<file path="src/hdl/itoa_pkg.sv">
`default_nettype none

package itoa_pkg;

  // One input word: the value to format and the number base.
  typedef struct packed {
    logic signed [63:0] number;
    logic [4:0]         radix;
  } in_t;

  // One output word: a single ASCII character of the string.
  typedef struct packed {
    logic [6:0] character;
    logic       last_char;
  } out_t;

  // Classified job handed from the front to the back through the queue.
  typedef struct packed {
    logic [63:0] magnitude;
    logic [4:0]  radix;
    logic        negative;
  } job_t;

  localparam logic [6:0] CH_MINUS = 7'h2D;
  localparam logic [6:0] CH_ZERO  = 7'h30;
  localparam logic [6:0] CH_A     = 7'h41;

  localparam logic [4:0] RADIX_MIN = 5'd2;
  localparam logic [4:0] RADIX_MAX = 5'd16;

  localparam logic [63:0] MOST_NEG_MAG = 64'h8000_0000_0000_0000;
  localparam logic [63:0] MOST_POS_MAG = 64'h7FFF_FFFF_FFFF_FFFF;

  function automatic logic [6:0] digit_char(input logic [3:0] d);
    logic [6:0] ch;
    if (d < 4'd10) begin
      ch = CH_ZERO + {3'd0, d};
    end else begin
      ch = CH_A + {3'd0, d - 4'd10};
    end
    return ch;
  endfunction

endpackage

`default_nettype wire

</file>
<file path="src/hdl/itoa_ram.sv">
`default_nettype none

module itoa_ram #(
  parameter int unsigned WIDTH = 4,
  parameter int unsigned DEPTH = 64
) (
  input  wire logic                     clk_i,
  input  wire logic                     wr_en_i,
  input  wire logic [$clog2(DEPTH)-1:0] wr_addr_i,
  input  wire logic [WIDTH-1:0]         wr_data_i,
  input  wire logic [$clog2(DEPTH)-1:0] rd_addr_i,
  output logic      [WIDTH-1:0]         rd_data_o
);

  logic [WIDTH-1:0] mem_q [DEPTH];

  always_ff @(posedge clk_i) begin
    if (wr_en_i) begin
      mem_q[wr_addr_i] <= wr_data_i;
    end
    rd_data_o <= mem_q[rd_addr_i];
  end

endmodule

`default_nettype wire

</file>
<file path="src/hdl/itoa_fifo.sv">
`default_nettype none

module itoa_fifo #(
  parameter int unsigned DEPTH = 2
) (
  input  wire logic           clk_i,
  input  wire logic           rst_ni,
  input  wire logic           push_i,
  input  wire itoa_pkg::job_t push_data_i,
  output logic                full_o,
  input  wire logic           pop_i,
  output logic                empty_o,
  output itoa_pkg::job_t      pop_data_o
);
  import itoa_pkg::*;

  localparam int unsigned PW = (DEPTH > 1) ? $clog2(DEPTH) : 1;

  job_t              mem_q [DEPTH];
  logic [PW-1:0]     wr_ptr_q, wr_ptr_d;
  logic [PW-1:0]     rd_ptr_q, rd_ptr_d;
  logic [PW:0]       fill_q, fill_d;

  assign full_o     = (fill_q == (PW+1)'(DEPTH));
  assign empty_o    = (fill_q == '0);
  assign pop_data_o = mem_q[rd_ptr_q];

  always_comb begin
    wr_ptr_d = wr_ptr_q;
    rd_ptr_d = rd_ptr_q;
    fill_d   = fill_q;
    if (push_i) begin
      wr_ptr_d = (wr_ptr_q == PW'(DEPTH - 1)) ? '0 : wr_ptr_q + PW'(1);
    end
    if (pop_i) begin
      rd_ptr_d = (rd_ptr_q == PW'(DEPTH - 1)) ? '0 : rd_ptr_q + PW'(1);
    end
    if (push_i && !pop_i) begin
      fill_d = fill_q + (PW+1)'(1);
    end else if (pop_i && !push_i) begin
      fill_d = fill_q - (PW+1)'(1);
    end
  end

  always_ff @(posedge clk_i or negedge rst_ni) begin
    if (!rst_ni) begin
      wr_ptr_q <= '0;
      rd_ptr_q <= '0;
      fill_q   <= '0;
    end else begin
      wr_ptr_q <= wr_ptr_d;
      rd_ptr_q <= rd_ptr_d;
      fill_q   <= fill_d;
    end
  end

  always_ff @(posedge clk_i) begin
    if (push_i) begin
      mem_q[wr_ptr_q] <= push_data_i;
    end
  end

endmodule

`default_nettype wire

</file>
<file path="src/hdl/itoa_front.sv">
`default_nettype none

module itoa_front (
  input  wire logic          in_valid_i,
  output logic               in_stall_o,
  input  wire itoa_pkg::in_t in_word_i,
  output logic               push_o,
  input  wire logic          full_i,
  output itoa_pkg::job_t     job_o
);
  import itoa_pkg::*;

  logic [63:0] raw;
  logic [63:0] negated;

  assign raw     = in_word_i.number;
  assign negated = ~raw + 64'd1;

  // The most negative value has no 64-bit positive twin and saturates.
  always_comb begin
    job_o.negative = raw[63];
    if (raw[63]) begin
      job_o.magnitude = (negated == MOST_NEG_MAG) ? MOST_POS_MAG : negated;
    end else begin
      job_o.magnitude = raw;
    end
    if (in_word_i.radix < RADIX_MIN) begin
      job_o.radix = RADIX_MIN;
    end else if (in_word_i.radix > RADIX_MAX) begin
      job_o.radix = RADIX_MAX;
    end else begin
      job_o.radix = in_word_i.radix;
    end
  end

  assign in_stall_o = full_i;
  assign push_o     = in_valid_i && !full_i;

endmodule

`default_nettype wire

</file>
<file path="src/hdl/itoa_back.sv">
`default_nettype none

module itoa_back #(
  parameter int unsigned MAX_DIGITS = 64
) (
  input  wire logic           clk_i,
  input  wire logic           rst_ni,
  input  wire logic           job_valid_i,
  output logic                job_pop_o,
  input  wire itoa_pkg::job_t job_i,
  output logic                out_valid_o,
  input  wire logic           out_stall_i,
  output itoa_pkg::out_t      out_word_o
);
  import itoa_pkg::*;

  localparam int unsigned CW = $clog2(MAX_DIGITS);
  localparam logic [CW-1:0] LastSlot = CW'(MAX_DIGITS - 2);
  localparam logic [CW-1:0] LimitSlot = CW'(MAX_DIGITS - 1);

  typedef enum logic [2:0] {
    StIdle,
    StDiv,
    StDigit,
    StSign,
    StRead,
    StLoad,
    StZero
  } state_e;

  state_e        state_q;
  logic [63:0]   val_q;
  logic [4:0]    radix_q;
  logic          neg_q;
  logic [3:0]    rem_q;
  logic [5:0]    bit_q;
  logic [CW-1:0] dig_q;
  logic          out_valid_q;
  out_t          out_q;

  logic [4:0]    trial;
  logic          fits;
  logic [3:0]    rem_next;
  logic          slot_free;
  logic          emit;
  logic [3:0]    rd_digit;

  // One restoring step: shift the next dividend bit into the remainder.
  assign trial    = {rem_q, val_q[63]};
  assign fits     = (trial >= radix_q);
  assign rem_next = fits ? 4'(trial - radix_q) : trial[3:0];

  assign slot_free = !out_valid_q || !out_stall_i;
  // A new character word is loaded into the output register this cycle.
  assign emit      = slot_free &&
                     (state_q == StSign || state_q == StLoad || state_q == StZero);
  assign job_pop_o = (state_q == StIdle) && job_valid_i;

  assign out_valid_o = out_valid_q;
  assign out_word_o  = out_q;

  itoa_ram #(
    .WIDTH(4),
    .DEPTH(MAX_DIGITS)
  ) u_digits (
    .clk_i    (clk_i),
    .wr_en_i  (state_q == StDigit),
    .wr_addr_i(dig_q),
    .wr_data_i(rem_q),
    .rd_addr_i(dig_q),
    .rd_data_o(rd_digit)
  );

  always_ff @(posedge clk_i or negedge rst_ni) begin
    if (!rst_ni) begin
      state_q     <= StIdle;
      val_q       <= '0;
      radix_q     <= RADIX_MIN;
      neg_q       <= 1'b0;
      rem_q       <= '0;
      bit_q       <= '0;
      dig_q       <= '0;
      out_valid_q <= 1'b0;
      out_q       <= '0;
    end else begin
      if (emit) begin
        out_valid_q <= 1'b1;
      end else if (out_valid_q && !out_stall_i) begin
        out_valid_q <= 1'b0;
      end
      unique case (state_q)
        StIdle: begin
          if (job_valid_i) begin
            val_q   <= job_i.magnitude;
            radix_q <= job_i.radix;
            neg_q   <= job_i.negative;
            rem_q   <= '0;
            bit_q   <= '0;
            dig_q   <= '0;
            state_q <= (job_i.magnitude == '0) ? StZero : StDiv;
          end
        end
        StDiv: begin
          rem_q <= rem_next;
          val_q <= {val_q[62:0], fits};
          bit_q <= bit_q + 6'd1;
          if (bit_q == 6'd63) begin
            state_q <= StDigit;
          end
        end
        StDigit: begin
          // The digit in rem_q is written to the store during this cycle.
          rem_q <= '0;
          bit_q <= '0;
          if (val_q == '0 || dig_q == LastSlot) begin
            state_q <= neg_q ? StSign : StRead;
          end else begin
            dig_q   <= dig_q + CW'(1);
            state_q <= StDiv;
          end
        end
        StSign: begin
          if (slot_free) begin
            out_q.character <= CH_MINUS;
            out_q.last_char <= 1'b0;
            state_q         <= StRead;
          end
        end
        StRead: begin
          state_q <= StLoad;
        end
        StLoad: begin
          if (slot_free) begin
            out_q.character <= digit_char(rd_digit);
            out_q.last_char <= (dig_q == '0);
            if (dig_q == '0) begin
              state_q <= StIdle;
            end else begin
              dig_q   <= dig_q - CW'(1);
              state_q <= StRead;
            end
          end
        end
        StZero: begin
          if (slot_free) begin
            out_q.character <= CH_ZERO;
            out_q.last_char <= 1'b1;
            state_q         <= StIdle;
          end
        end
        default: begin
          state_q <= StIdle;
        end
      endcase
    end
  end

`ifndef SYNTHESIS
  a_rem_below_radix: assert property (@(posedge clk_i) disable iff (!rst_ni)
    (state_q == StDiv) |-> ({1'b0, rem_q} < radix_q))
    else $error("remainder reached the radix during division");

  a_radix_clamped: assert property (@(posedge clk_i) disable iff (!rst_ni)
    (state_q == StDiv || state_q == StDigit) |->
      (radix_q >= RADIX_MIN && radix_q <= RADIX_MAX))
    else $error("radix outside the clamped range");

  a_digit_limit: assert property (@(posedge clk_i) disable iff (!rst_ni)
    (state_q == StDigit) |-> (dig_q != LimitSlot))
    else $error("digit store written at the reserved slot");

  a_sign_not_last: assert property (@(posedge clk_i) disable iff (!rst_ni)
    (out_valid_q && out_q.character == CH_MINUS) |-> !out_q.last_char)
    else $error("minus sign flagged as the last character");
`endif

endmodule

`default_nettype wire

</file>
<file path="src/hdl/signed_integer_to_radix_ascii_core.sv">
`default_nettype none

// Formats a signed 64-bit number as an ASCII string in a base from 2 to 16
// and streams it out one character per output word, most significant digit
// first: a '-' for a negative number, then the digits '0'-'9' and 'A'-'F',
// with last_char set on the final character. Zero yields the single word
// '0', the most negative value is formatted as -(2^63-1), a base below two
// counts as two and a base above sixteen as sixteen. A front stage negates
// and classifies each input word and drops it into a two-entry queue, so up
// to two numbers can be taken while an earlier one is still converting. The
// back end works on one number at a time: once it has picked up a job, a
// bit-serial restoring divider yields one quotient bit per cycle, and each
// digit comes from a full division pass, then its remainder is stored in the
// digit memory. Emission then gives a sign if there is one, and reads each
// digit back through a read state and a load state, as the memory read is
// registered. Output stalls hold up only the emit part, not the division.
// There is no clearing pass after reset.
module signed_integer_to_radix_ascii_core #(
  parameter int unsigned MAX_DIGITS = 64
) (
  input  wire logic          clk_i,
  input  wire logic          rst_ni,
  input  wire logic          in_valid_i,
  output logic               in_stall_o,
  input  wire itoa_pkg::in_t in_word_i,
  output logic               out_valid_o,
  input  wire logic          out_stall_i,
  output itoa_pkg::out_t     out_word_o
);
  import itoa_pkg::*;

  // Classified jobs cross from the front to the back through this queue.
  job_t front_job;
  job_t back_job;
  logic push;
  logic full;
  logic pop;
  logic empty;

  itoa_front u_front (
    .in_valid_i(in_valid_i),
    .in_stall_o(in_stall_o),
    .in_word_i (in_word_i),
    .push_o    (push),
    .full_i    (full),
    .job_o     (front_job)
  );

  itoa_fifo #(
    .DEPTH(2)
  ) u_queue (
    .clk_i      (clk_i),
    .rst_ni     (rst_ni),
    .push_i     (push),
    .push_data_i(front_job),
    .full_o     (full),
    .pop_i      (pop),
    .empty_o    (empty),
    .pop_data_o (back_job)
  );

  // The back end divides, stores the digits and emits the string in reverse.
  itoa_back #(
    .MAX_DIGITS(MAX_DIGITS)
  ) u_back (
    .clk_i      (clk_i),
    .rst_ni     (rst_ni),
    .job_valid_i(!empty),
    .job_pop_o  (pop),
    .job_i      (back_job),
    .out_valid_o(out_valid_o),
    .out_stall_i(out_stall_i),
    .out_word_o (out_word_o)
  );

endmodule

`default_nettype wire

</file>
<file path="config.mk">
export PLATFORM = sky130hd
export DESIGN_NAME = signed_integer_to_radix_ascii_core
export DESIGN_NICKNAME = d
export VERILOG_FILES = /design/src/hdl/itoa_pkg.sv /design/src/hdl/itoa_ram.sv /design/src/hdl/itoa_fifo.sv /design/src/hdl/itoa_front.sv /design/src/hdl/itoa_back.sv /design/src/hdl/signed_integer_to_radix_ascii_core.sv
export SDC_FILE = /design/constraint.sdc
export NUM_CORES = 1
export LEC_CHECK = 0
export BUFFER_PORTS_ARGS = -buffer_cell sky130_fd_sc_hd__buf_2
export CAP_MARGIN = 30
export CELL_PAD_IN_SITES_DETAIL_PLACEMENT = 1
export CELL_PAD_IN_SITES_GLOBAL_PLACEMENT = 1
export CORE_ASPECT_RATIO = 1.75
export CORE_MARGIN = 2
export CORE_UTILIZATION = 56
export CTS_BUF_LIST = sky130_fd_sc_hd__clkbuf_2
export DETAILED_ROUTE_END_ITERATION = 10
export GPL_ROUTABILITY_DRIVEN = 0
export PLACE_DENSITY = 0.9
export SETUP_SLACK_MARGIN = 0.2
export SLEW_MARGIN = 20
export SYNTH_ARGS = -nofsm -noshare
export SYNTH_HDL_FRONTEND = slang
export SYNTH_SLANG_ARGS = --single-unit
export TNS_END_PERCENT = 20
</file>
<file path="constraint.sdc">
create_clock -name clk_i -period 7.74 [get_ports clk_i]
set_clock_uncertainty 0.05 [all_clocks]
set_input_delay 0.387 -clock clk_i [delete_from_list [all_inputs] [get_ports clk_i]]
set_output_delay 0.387 -clock clk_i [all_outputs]
set_load 0.005 [all_outputs]
</file>
Yosys cells after proc, flatten, opt, wreduce, memory -nomap -nowiden

Memories as Yosys holds them, arrays and structs flattened. A register that Yosys moved wholly into a read port is not among the register bits.
Cells that the tools add are included.
Widths: inputs -> output; s select.

Logic and storage cells: 123
Memories: 2
Input bits: 73
Output and inout port bits: 10
Bits in writable memories: 396
Register bits: 102

Memory list:

| memory                | words | bits a word | read ports | clocked after memory_dff | write ports | line            | RTL |
|---|---|---|---|---|---|---|---|
| u_back.u_digits.mem_q | 64    | 4           | 1          | 1                        | 1           | itoa_ram.sv:15  | `logic [WIDTH-1:0] mem_q [DEPTH];` |
| u_queue.mem_q         | 2     | 70          | 1          | 0                        | 1           | itoa_fifo.sv:19 | `job_t mem_q [DEPTH];` |

Eq/ne operators: 17
Bitwise gates (word level): 2
Order comparisons: 4
Multiplexer cells: 40
Add/sub/neg operators: 12
Reductions and logical operators: 33

Operators by type and width:

| cell                  | number |
|---|---|
| $mux 64               | 3 |
| $logic_not 64->1      | 2 |
| $pmux 64 s2           | 1 |
| $add 64x1->64 const B | 1 |
| $eq 64x64->1 const B  | 1 |
| $not 64->64           | 1 |
| $pmux 6 s3            | 2 |
| $mux 3                | 9 |
| $mux 6                | 4 |
| $mux 8                | 3 |
| $pmux 8 s3            | 1 |
| $pmux 3 s7            | 1 |
| $add 6x1->6 const B   | 2 |
| $eq 6x6->1 const B    | 2 |
| $pmux 4 s3            | 1 |
| $mux 5                | 2 |
| $reduce_and 5->1      | 2 |
| $eq 3x3->1 const B    | 3 |
| $reduce_bool 3->1     | 3 |
| $mux 1                | 8 |
| $mux 4                | 2 |
| $ne 2x1->1 const B    | 4 |
| $add 6x4->7 const A   | 1 |
| $add 7x4->7 const A   | 1 |
| 26 further kinds      | 48 |

Logic depth before layout (Yosys ltp)

Gate-level depths: netlist of run 1.

Depth after elaboration: 7
Mapped depth: 15
Depth with buffers taken out: 12

Cells and area by module

A second synthesis of run 1 with hierarchy kept.

Cell total of the unflattened synthesis: 1952
Area, all modules: 24898.9 sq um

Modules (own cells, without submodules):

| module                             | sequential area each (sq um) | instances | cells each | area an instance (sq um) |
|---|---|---|---|---|
| itoa_ram                           | 7767.4                       | 1         | 521        | 10407.5 |
| itoa_fifo                          | 4304.1                       | 1         | 234        | 5589.1 |
| itoa_back                          | 2453.6                       | 1         | 579        | 5396.4 |
| itoa_front                         | 0.0                          | 1         | 617        | 3502.1 |
| signed_integer_to_radix_ascii_core | 0.0                          | 1         | 1          | 3.8 |

Worst setup path after synthesis of run 1

No wires, ideal clock.

Path type: flip-flop to flip-flop
Start: register u_queue.fill_q[0]
End: memory u_queue.mem_q[0][0] in the netlist's numbering, enable pin
Arrival: 3.587 ns
Cell stages (with the launch flop): 4
Setup time: 0.498 ns
Buffers on the path: 0
Clock period less this slack: 4.135 ns
Setup slack: 3.605 ns
Required time: 7.192 ns
Path through: dfrtp_1 nand2b_1 nand2_1 nor2_1

Word-level cells in the longest chain between the ends: 5

Ends and longest elaborated chain:

| what                         | line             | RTL |
|---|---|---|
| from (decl)                  | itoa_fifo.sv:22  | `logic [PW:0] fill_q, fill_d;` |
| from (signal assigned)       | itoa_fifo.sv:53  | `fill_q <= fill_d;` |
| $eq 2x2->1                   | itoa_fifo.sv:24  | `assign full_o = (fill_q == (PW+1)'(DEPTH));` |
| $logic_not 1->1              | itoa_front.sv:37 | `assign push_o = in_valid_i && !full_i;` |
| $logic_and 1x1->1            | itoa_front.sv:37 |  |
| $mux 1                       | itoa_fifo.sv:58  | `if (push_i) begin` |
| $mux 1 (implied by the code) | itoa_fifo.sv:59  | `mem_q[wr_ptr_q] <= push_data_i;` |
| to (decl)                    | itoa_fifo.sv:19  |  |

Every way passes these cells.

==> flow_summary.yaml, run 1 <==
status:
  status: "finished, final reports clean"
timing:
  relSlewSlack_pct: 21.7
  tightest_slew_ps: 1160
  fmax_mhz: 160
  fin_crit_sh_pct: 80.8
  drv_slew: 0
  hold_viol: 0
  tns_ps: 0
  rsz0062_at_grt: "false"
  min_period_ps: 6260
  setup-violations-final: 0
drt:
  wirelength_um: 82300
  drt_pass1_iterations: 7
  wl_per_cell_um: 29.2
  drt_iter0_drc: 1684
  dr_total_vias: 19300
  drc: 0
  ant_nets: 0
  via_per_inst: 6.83
die:
  die_h_um: 273
  ios: 83
  die_x_um: 158
  rows: 98
  dieArea_um2: 43100
  core_um2: 40800
  start_util_pct: 56.8
logic_synthesis:
  yosys_warnings: 0
  synth_cell_types: 77
  synth_commonest_cells: "edfxtp_1, o21ai_0, nand2_1"
  netlist_area_um2: 23200
  synth_cells: 2012
  synth_area_leaders: "edfxtp_1, dfrtp_1, o21ai_0"
  yosysTopAreaCellShare_pct: 51.3
  ys_seq_elements: 502
  async_reset_ff_share_pct: 20.3
  syn_avg_cell_area_um2: 11.5
  yosys.area.top_type: "edfxtp_1"
  syn-num-nets: 2101
  yosys.cell_count.top_type: "edfxtp_1"
  yosys_most_used_dff: "edfxtp_1"
  synth_edf_count: 396
  synth-seq-area-share_pct: 62.6
worst_setup_path:
  cpMaxStageDelayCell: "or4_2"
  cpMostUsedCell: "dlygate4sd3_1"
  start_kind: "input pin"
  cpPeakStageDelay_ps: 1140
  cp.required_ps: 8600
  critPathKind: "in -> reg"
  cpLargestDelayFamily: "simple AND/OR/NAND/NOR gates"
  crit_fanout: 39
  cp-end-kind: "flop"
  critPathBufInv: 5
  worstPathCellList: "dlygate4sd3_1 > buf_2 > inv_1 > ha_1 > nor4b_1 > nand2_1 > nor4_2 > xor2_1 > nand3_1 > nor4_1 > nand4_1 > or4_2 > buf_4 > and2_1 > a31oi_1 > dlygate4sd3_1"
  arrival_ps: 7120
clock_tree:
  numCtsBuffers: 107
  cts.reportedPaths.clkPinSlew_ps: 110
  root_buffer: "clkbuf_2"
  cts_tree: "built"
  ctsHtreeMaxLevel: 3
  cts_buffer_depth: 3
  insertion_delay_ps: 1090
  cts.repair.resized: 0
  clock-sinks: 502
grt:
  grt_overflow: 0
  track_usage_pct: 36.9
  grt_use_met1_pct: 36.6
  grt_use_met3_pct: 6.70
  grt_pass1_vias: 20500
  antenna_found_initial: 3
  grt_pass1_wl_um: 119000
  busiest_layer: "met2"
  grt_max_degree: 122
  grt_use_met2_pct: 66.8
layout:
  multi_input_area_um2: 8040
  fin_cells: 2823
  nets: 2269
  synthToLayoutAreaGrowth_pct: 12.4
  seqCellArea_um2: 14500
  fill_cells: 4224
  drive_above_1_share_pct: 14.6
pwr:
  clkPwrFrac_pct: 20.1
  p_switching_w: 0.00358
  leakage_nw: 9.20
  internal_power_w: 0.00519
  vdd_drop_max_mv: 0.193
  p_per_area_nw_per_um2: 336
  seqPwrFrac_pct: 46.4
  power_frac_comb_pct: 33.5
  switching_share_pct: 40.8
  power_w: 0.00876
place:
  dp_hpwl_um: 51200
  placement.io_buffers: 82
  place_inst: 2524
min_path:
  hold_path_class: "in -> reg"
run:
  maxCapViolCount: 0
==> routing by layer <==
metal,wire length (um),vias up
li1,-,8066
met1,25600,9501
met2,42700,1207
met3,5890,503
met4,8110,4
met5,24,-
==> cell type report <==
class,instances,area share (%)
diodes,1,0.00960
clock buffers,161,3.09
clock inverters,40,0.936
inverters,30,0.432
multi-input cells,1336,30.9
flip-flops and latches,502,55.7
well taps,550,2.64
repair buffers,203,6.30
==> cells by family (layout without fill, tap and decap cells) <==
| group | count (synthesis) | in the layout | share of synthesized area, % |
|---|---|---|---|
| buffers and inverters | 174 | 434 | 2.94 |
| xor gates and xnor gates | 43 | 43 | 1.62 |
| adders and majority gates | 16 | 16 | 0.928 |
| AOI/OAI and AO/OA | 535 | 535 | 14.5 |
| other | 0 | 1 | 0 |
| muxes | 78 | 78 | 3.39 |
| DFF | 502 | 502 | 62.6 |
| and+or+nand+nor | 664 | 664 | 14.0 |
==> power by group through the flow <==
stage,Sequential (W),Clock (W),Combinational (W)
2_1_floorplan,0.00394,0,0.00180
3_3_place_gp,0.00403,0,0.00248
3_5_place_dp,0.00409,0,0.00272
4_1_cts,0.00403,0.00174,0.00280
5_1_grt,0.00410,0.00190,0.00316
6_report,0.00406,0.00176,0.00294
==> cell usage in the layout (no fill, tap or decap), types with 5 or more instances in the layout <==
master         count
nand3b_1           9
buf_4             26
clkbuf_2         162
edfxtp_1         396
nand3_1           66
clkinv_1          27
and3_1            18
xnor2_1           21
or3_1             16
clkinv_2           8
buf_2             80
ha_1              14
dlygate4sd3_1     91
nor2_1           170
a22oi_1           83
inv_1             29
o211ai_1          11
o22ai_1            8
nand4_1           45
a22o_1            25
a31oi_1           36
mux2i_1           74
o2bb2ai_1          6
or4_1             16
o21ai_0          210
xor2_1            22
a211oi_1           7
and2_1             7
a21o_1             5
a221oi_1          24
or2_2              6
dfrtp_1           99
nor4_1            48
a21oi_1           80
nor3_1            30
nand2_1          191
==> what timing repair did <==
action                                 CTS  global route
buffers inserted                         0             0
endpoints found under the hold margin  247             0
hold buffers                            92             0
==> state kept, by name, indices dropped and copies added, names as in the netlist <==
register and cells:
u_back.u_digits.mem_q 256, u_queue.mem_q 140, u_back.val_q 64, u_back.out_word_o 8
u_back.bit_q 6, u_back.dig_q 6, u_back.radix_q 5, u_back.rem_q 4
u_back.u_digits.rd_data_o 4, u_back.state_q 3, u_queue.fill_q 2, u_back.neg_q 1
u_back.out_valid_o 1, u_queue.rd_ptr_q 1, u_queue.wr_ptr_q 1
==> worst reg2reg max path: stages, from the launching register on <==
cell and delay [ps]:
dfrtp_4 890, buf_4 680, mux2i_1 540, nand4_1 330
nor4_1 420, nand4_1 270, nor4_1 610, o21ai_0 170
o21a_1 220, o22ai_1 120, nor2_1 50, a21oi_1 150
==> through the flow <==
step / setup slack, ps / area, um2 / hold WS (ps) / utilization, %
after global placement: 2080 / 24000 / 269 / 58.7
after detailed placement: 1820 / 24000 / 272 / 58.7
after floorplan: 3610 / 23200 / 41.4 / -
after global routing: 1270 / 26100 / 74.3 / 63.8
after CTS: 1910 / 25900 / 35.5 / 63.5
final: 1480 / 26100 / 113 / 63.8
==> final timing paths <==
| path | cells after the start | from | slack [ps] | to |
|---|---|---|---|---|
| max reg2reg | 11 | u_queue.rd_ptr_q | 3140 | u_back.state_q[2] |
| max | 16 | in_word_i[6] | 1480 | u_queue.mem_q[1][20] |
| max in group asynchronous | 5 | rst_ni | 6570 | u_back.radix_q[1] |
| min in group asynchronous | 4 | rst_ni | 280 | u_queue.fill_q[0] |
| min | 2 | in_word_i[4] | 110 | u_queue.mem_q[0][5] |
| min reg2reg | 2 | u_back.val_q[60] | 480 | u_back.val_q[61] |
Note: power is estimated with default switching activity, not from simulation.
==> run 2: changes to the inputs <==
- CORE_UTILIZATION: 56 -> 47
- PLACE_DENSITY: 0.9 -> 0.81
- clock period: 7.74 -> 5.1 ns (I/O delays scaled with it)
==> run 2 against run 1 <==
Largest cell class unchanged. Utilization fell by 9.0 points. Die area is 19% higher. Clock power increased by 39%. Setup slack got worse by 1300 ps. Critical path type unchanged. Global-route usage down 7.4 points. Sequential power is 51% higher. Critical endpoint is now u_queue.mem_q[1][54]. First-iteration DRC count fell by 9.0%. Via count shrank 2.9%. Worst hold slack lost 3.2 ps. Sequential cell count stayed put. Cell area rose by 2.5%.
==> flow_summary.yaml, run 2 (synthesized netlist as in run 1, its figures left out) <==
layout:
  top_register: "u_back.u_digits.mem_q"
  nets: 2318
  fin_area_um2: 26700
  fin_cells: 2973
  drive_above_1_share_pct: 15.4
  reg_top3: "u_back.u_digits.mem_q (256), u_queue.mem_q (140), u_back.val_q (64)"
  final_common_cell: "edfxtp_1"
  largest_reg_flops: 256
  synthToLayoutAreaGrowth_pct: 15.2
  final_cell_mix: "edfxtp_1, o21ai_0, nand2_1"
drt:
  drt_pass1_iterations: 5
  drc: 0
  drt_iter0_drc: 1532
  via_per_inst: 6.30
  wirelength_um: 76500
  wl_per_cell_um: 25.7
  dr_total_vias: 18700
  ant_nets: 0
die:
  die_x_um: 172
  core_um2: 48700
  start_util_pct: 47.6
  rows: 107
  ios: 83
  dieArea_um2: 51200
  die_h_um: 298
grt:
  grt_overflow: 0
  track_usage_pct: 29.5
  grt_pass1_vias: 19900
  grt_max_degree: 142
  grt_pass1_wl_um: 114000
  antenna_found_initial: 3
run:
  maxCapViolCount: 0
worst_setup_path:
  arrival_ps: 5740
  cp-end-kind: "flop"
  cpLargestDelayFamily: "simple AND/OR/NAND/NOR gates"
  crit_fanout: 11
  cpMaxStageDelayCell: "or4b_2"
  cpMostUsedCell: "dlygate4sd3_1"
  start_kind: "input pin"
  critPathBufInv: 5
  critPathKind: "in -> reg"
  worstPathCellList: "buf_2 > dlygate4sd3_1 > inv_1 > ha_2 > or4b_2 > nor2_1 > buf_4 > nand3_1 > a211oi_1 > o22ai_1 > nor4_2 > nand4_1 > or4_4 > and3_1 > a221oi_2 > dlygate4sd3_1"
  cpPeakStageDelay_ps: 720
  cp.required_ps: 5920
timing:
  relSlewSlack_pct: 28.0
  setup-violations-final: 0
  min_period_ps: 4920
  fin_crit_sh_pct: 96.5
  drv_slew: 0
  rsz0062_at_grt: "false"
  fmax_mhz: 203
  tightest_slew_ps: 1070
  hold_viol: 0
clock_tree:
  cts_buffer_depth: 3
  cts_tree: "built"
  cts.reportedPaths.clkPinSlew_ps: 120
  clock-sinks: 502
  insertion_delay_ps: 1070
  numCtsBuffers: 100
  root_buffer: "clkbuf_2"
  ctsHtreeMaxLevel: 3
pwr:
  vdd_drop_max_mv: 0.317
  leakage_nw: 9.43
  p_per_area_nw_per_um2: 478
min_path:
  hold_path_class: "in -> reg"
place:
  place_inst: 2648
  placement.io_buffers: 82
  placed_area_um2: 24300
  dp_hpwl_um: 49400
status:
  status: "finished, final reports clean"
==> run 2: changes by cell type in the layout (fill, tap and decap cells not counted), sizes merged <==
cell	previous run	this run
diode	1	3
clkinv	36	41
clkbuf	162	145
buf	111	135
bufinv	3	2
dlygate4sd3	91	124
==> run 2: per-layer routing <==
metal,part of all wire (%),global-route usage [%],vias up,wire (um)
li1,-,-,8189,-
met1,32,29.0,9255,24800
met2,52,53.0,902,40000
met3,5.8,5.31,381,4450
met4,9.5,23.6,0,7250
met5,0,0,-,0
==> run 2: path summary, 6_finish.rpt <==
path                             startpoint                   end  slack [ps]  depth (start not counted)
max reg2reg                u_queue.rd_ptr_q     u_back.state_q[2]         820                         10
max                            in_word_i[6]  u_queue.mem_q[1][54]         180                         16
min reg2reg                u_back.val_q[40]      u_back.val_q[41]         430                          2
min in group asynchronous            rst_ni      u_back.val_q[22]         220                          4
min                            in_word_i[4]   u_queue.mem_q[1][3]         110                          3
max in group asynchronous            rst_ni     u_back.radix_q[4]        3860                          4
==> run 2: final cells by class <==
cell class                      instances  area, um2
Antenna cell                            3       7.51
Clock buffer                          145        726
Clock inverter                         44        245
Fill cell                            5277      22000
Inverter                               30        113
Multi-Input combinational cell       1336       8150
Sequential cell                       502      14500
Tap cell                              654        818
Timing Repair Buffer                  259       2140
==> run 2: repair_timing <==
item	in CTS	in global routing
setup buffers	0	6
gates resized for setup	0	18
endpoints found under the setup margin	0	128
hold buffers	125	0
endpoints found under the hold margin	254	0
==> run 2: per-stage QoR <==
stage	worst slack (ps)	utilization (%)	hold WS, ps	setup TNS (ps)	power [W]
floorplan	965	-	-90.6	0	0.00871
global placement	-196	49.8	200	-4560	0.0100
detailed placement	-207	49.8	212	-5670	0.0103
CTS	215	54.4	8.53	0	0.0128
global route	124	54.8	78.6	0	0.0135
finish	177	54.8	110	0	0.0128
==> run 2: power breakdown <==
group	leakage, nW	total [W]	internal, W	switching (W)
logic	3.77	0.00419	0.00143	0.00276
registers	4.92	0.00613	0.00546	0.000678
clock network	0.740	0.00245	0.000884	0.00156
total	9.43	0.0128	0.00777	0.00500
==> run 2: worst min-delay path, cell delays in order <==
cell and delay (ps):
dlygate4sd3_1 520, buf_2 150, nor2b_1 70
